`config.mk`:
```
export PLATFORM = sky130hd
export DESIGN_NAME = thc_ctrl
export DESIGN_NICKNAME = d
export VERILOG_FILES = /design/src/hw/rtl/thc_pkg.sv /design/src/hw/rtl/thc_ctrl.sv
export SDC_FILE = /design/constraint.sdc
export NUM_CORES = 1
export LEC_CHECK = 0
export BUFFER_PORTS_ARGS = -buffer_cell sky130_fd_sc_hd__buf_4
export CAP_MARGIN = 0
export CORE_AREA = 4 4 41 43
export DETAILED_ROUTE_END_ITERATION = 6
export DIE_AREA = 0 0 45 47
export PLACE_DENSITY = 0.7
export SLEW_MARGIN = 20
export SYNTH_ARGS = -nofsm -noshare
export SYNTH_HDL_FRONTEND = slang
export SYNTH_SLANG_ARGS = --single-unit
```
`constraint.sdc`:
```
create_clock -name clk -period 1.25 [get_ports clk]
set_input_delay 0.0625 -clock clk [delete_from_list [all_inputs] [get_ports clk]]
set_output_delay 0.0625 -clock clk [all_outputs]
set_load 0.01 [all_outputs]
```
`src/hw/rtl/thc_pkg.sv`:
```
// Package for the two-level cache hit classifier: geometry defaults,
// status codes and the access and result beat types. No dependencies.
`default_nettype none
package thc_pkg;

  localparam int unsigned L1_BLOCK_BYTES_DEF = 64;
  localparam int unsigned L1_WAYS_DEF        = 4;
  localparam int unsigned L1_SETS_DEF        = 64;
  localparam int unsigned L2_BLOCK_BYTES_DEF = 64;
  localparam int unsigned L2_WAYS_DEF        = 8;
  localparam int unsigned L2_SETS_DEF        = 512;
  localparam int unsigned ADDR_BITS          = 32;

  typedef enum logic [2:0] {
    ST_NONE  = 3'd0,
    ST_RHIT  = 3'd1,
    ST_RMISS = 3'd2,
    ST_WHIT  = 3'd3,
    ST_WMISS = 3'd4
  } status_t;

  typedef struct packed {
    logic        action;
    logic [31:0] address;
  } access_t;

  typedef struct packed {
    logic [2:0] l1_status;
    logic [2:0] l2_status;
  } result_t;

  // controller -> datapath
  typedef struct packed {
    logic load;
    logic lookup;
    logic update;
    logic clear;
  } thc_cmd_t;

  // datapath -> controller
  typedef struct packed {
    logic clear_done;
  } thc_sts_t;

  // floor(log2(v)), elaboration-time only
  function automatic int unsigned flog2(input int unsigned v);
    int unsigned n;
    n = 0;
    while (n < 31 && (64'd1 << (n + 1)) <= v) n++;
    return n;
  endfunction

endpackage
`default_nettype wire

```
`src/hw/rtl/thc_ctrl.sv`:
```
// Controller: clear sweep, then load / lookup / update per beat, with
// an output register. Uses thc_pkg.
`default_nettype none
module thc_ctrl (
  input  wire logic              clk,
  input  wire logic              rst,
  input  wire logic              in_valid,
  output logic                   in_stall,
  output logic                   out_valid,
  input  wire logic              out_stall,
  input  wire thc_pkg::thc_sts_t sts,
  input  wire thc_pkg::result_t  res,
  output thc_pkg::result_t       out_beat,
  output thc_pkg::thc_cmd_t      cmd
);
  import thc_pkg::*;

  typedef enum logic [1:0] {S_CLEAR, S_IDLE, S_LOOK, S_UPD} state_t;
  state_t state;

  logic take;
  // accept when idle and the output slot is free or leaving
  assign in_stall = !(state == S_IDLE && (!out_valid || !out_stall));
  assign take = in_valid && !in_stall;

  always_comb begin
    cmd.clear  = (state == S_CLEAR);
    cmd.load   = take;
    cmd.lookup = (state == S_LOOK);
    cmd.update = (state == S_UPD);
  end

  always_ff @(posedge clk) begin
    if (rst) begin
      state <= S_CLEAR;
      out_valid <= 1'b0;
    end else begin
      if (out_valid && !out_stall) out_valid <= 1'b0;
      case (state)
        S_CLEAR: if (sts.clear_done) state <= S_IDLE;
        S_IDLE:  if (take) state <= S_LOOK;
        S_LOOK:  state <= S_UPD;
        S_UPD: begin
          out_beat  <= res;
          out_valid <= 1'b1;
          state     <= S_IDLE;
        end
        default: state <= S_CLEAR;
      endcase
    end
  end
endmodule
`default_nettype wire

```
==> results.py <==
metrics = {
    "status": {
        "outcome": "finished clean",
    },
    "synthesis": {
        "syn-num-nets": 47,
        "yosysUniqueCellTypes": 14,
        "yosys_register_bits": 9,
        "syn_inst": 32,
        "ys_seq_area_share_pct": 60.57,
        "syn-cell-area_um2": 396.6,
        "syn_area_per_cell_um2": 12.39,
        "yosysWarningCount": 0,
    },
    "final_layout": {
        "drive_gt1_share_pct": 59.42,
        "n_antenna_cell": 0,
        "finish.utilization_pct": 57.02,
        "stdcell_area_um2": 742.0,
        "area_growth_pct": 87.07,
        "fin_cells": 84,
        "final_nets": 85,
    },
    "global_routing": {
        "first_global_vias": 338,
        "antenna_found_initial": 0,
        "grt-ovfl-total": 0,
        "grt_usage_pct": 9.737,
        "grt_pass1_wl_mm": 1.366,
        "grt_max_degree": 7,
    },
    "sta": {
        "finalSetupViolations": 0,
        "drv_slew": 0,
        "min_period_over_period_pct": 97.58,
        "tightest_slew_ns": 0.2932,
        "skew_ns": 0.01037,
        "setup-tns-final_ns": 0,
        "min_period_ns": 1.220,
        "hold_viol": 0,
        "fmaxAchievable_mhz": 819.8,
        "slew_headroom_pct": 80.37,
    },
    "die": {
        "fp-row-count": 13,
        "ioPinCount": 23,
        "die_y_um": 47,
        "coreArea_um2": 1301,
        "dieArea_um2": 2115,
        "die-width_um": 45,
        "initial_core_util_pct": 30.48,
    },
    "worst_setup_path": {
        "cp-end-kind": "primary output",
        "required_ns": 1.19,
        "crit_buf_inv": 3,
        "crit_path_cell_trace": "buf_4 -> buf_4 -> ha_2 -> buf_4",
        "cp_slowest_cell": "dfxtp_2",
        "cp.arrival_ns": 1.16,
        "path_max_fanout": 3,
        "crit_family": "buffers and inverters",
        "cpPeakStageDelay_ns": 0.34,
        "setup.worst_path.start_class": "flop",
        "crit_type": "reg -> out",
        "cpMostUsedCell": "buf_4",
    },
    "clocking": {
        "cts_buffer_depth": 2,
        "h-tree-depth": 1,
        "cts.sinks": 9,
        "worstSkewPairLatency_ns": 0.26,
        "cts_tree": "built",
        "clkTransAtPathRegs_ns": 0.07,
        "cts_buffers": 3,
        "cts-root-buf": "clkbuf_4",
    },
    "place": {
        "gp_congestion": 0.7135,
        "placed_cell_area_um2": 598.1,
        "portBuffers": 22,
        "dpl.hpwl_um": 652.8,
        "placed_cells": 71,
    },
    "route": {
        "avgRoutedWirePerCell_um": 11.11,
        "via_per_inst": 4.214,
        "totalWireLength_um": 933,
        "firstDrtPassIters": 2,
        "dr_total_vias": 354,
        "drt-initial-drc-count": 3,
        "drc": 0,
        "drtAntennaViolNets": 0,
    },
    "flow_run": {
        "maxCapViolCount": 0,
    },
    "power_and_ir_drop": {
        "p_per_area_nw_per_um2": 1537,
        "total_power_w": 0.001141,
        "ir_drop_v": 0.0008631,
        "power.leakage_nw": 0.3354,
    },
    "worst_hold_path": {
        "worst_hold_path_type": "in -> reg",
    },
}
metrics by stage:
step	hold WS, ns	setup slack, ns
global route	0.07908	-0.005539
CTS	0.04861	-0.01459
detailed placement	0.2421	-0.02628
floorplan	0.1349	0.001144
global placement	0.2439	-0.02181
finish	0.06508	0.03020
metal layers:
metal | vias up | wire length, um | GRT usage [%] | part of all wire, %
li1 | 182 | - | - | -
met1 | 157 | 345 | 9.368 | 37
met2 | 15 | 500 | 16.10 | 54
met3 | 0 | 88 | 6.130 | 9.4
met4 | 0 | 0 | 5.263 | 0
met5 | - | 0 | 0 | 0
repair_timing:
action / in CTS / in global routing
hold endpoints to repair: 7 / 0
setup endpoints to repair: 3 / 4
pin swaps: 0 / 3
gates resized for setup: 4 / 8
hold buffers: 7 / 0
setup buffers: 0 / 2
layout make-up:
type	count	area, um2
Fill cell	138	559.3
Inverter	4	15.01
Timing Repair Buffer	34	272.8
Tap cell	15	18.77
Multi-Input combinational cell	18	163.9
Sequential cell	9	245.2
Clock buffer	4	26.28
cells by family after synthesis:
family	count (synthesis)	share of synthesized area (%)
AO/OA/AOI/OAI	4	8.199
adder cells (fa/ha/maj)	4	12.62
buffers and inverters	5	5.678
flip-flops	9	60.57
multiplexers	1	2.524
AND/OR/NAND/NOR	9	10.41
tightest hold or removal path, stage by stage:
cell and delay [ns]:
buf_4 0.09, a21oi_1 0.06, nor2_1 0.07
sequential cells by signal, indices dropped and copies added, names as in the netlist:
signal	cells
out_valid	1
out_beat	6
state	2
cells in the final DEF (no fill, tap or decap), drive strengths merged:
cell          n
a211oi        1
a21oi         1
and3          1
buf          27
clkbuf        4
dfxtp         3
dlygate4sd3   7
edfxtp        6
ha            4
inv           4
mux2i         1
nand2         4
nor2          2
nor2b         2
o21ai         1
o311a         1
path summary, 6_finish.rpt:
path                            startpoint        end  slack (ns)  cells past startpoint
worst min register to register   out_valid  out_valid        0.56                      2
worst min-delay path             out_stall  out_valid        0.07                      3
worst max-delay path              state[1]     cmd[2]        0.03                      4
worst max register to register    state[1]   state[1]        0.03                      5
power by group:
group | leakage [nW] | internal, W | switching, W
registers | 0.0797 | 0.000370 | 0.0000366
logic | 0.241 | 0.000294 | 0.000217
clock network | 0.0150 | 0.000123 | 0.000100
cells in the mapped netlist (all sizes together):
| library cell | instances | area [um2] |
|---|---|---|
| o21ai | 1 | 5.000 |
| o311a | 1 | 10.01 |
| ha | 4 | 50.05 |
| buf | 1 | 7.510 |
| dfxtp | 3 | 60.06 |
| nor2 | 2 | 7.510 |
| nand2 | 4 | 15.01 |
| nor2b | 2 | 12.51 |
| a211oi | 1 | 12.51 |
| inv | 4 | 15.01 |
| and3 | 1 | 6.260 |
| a21oi | 1 | 5.000 |
| edfxtp | 6 | 180.2 |
| mux2i | 1 | 10.01 |
Power figures use the tool's default switching activity.
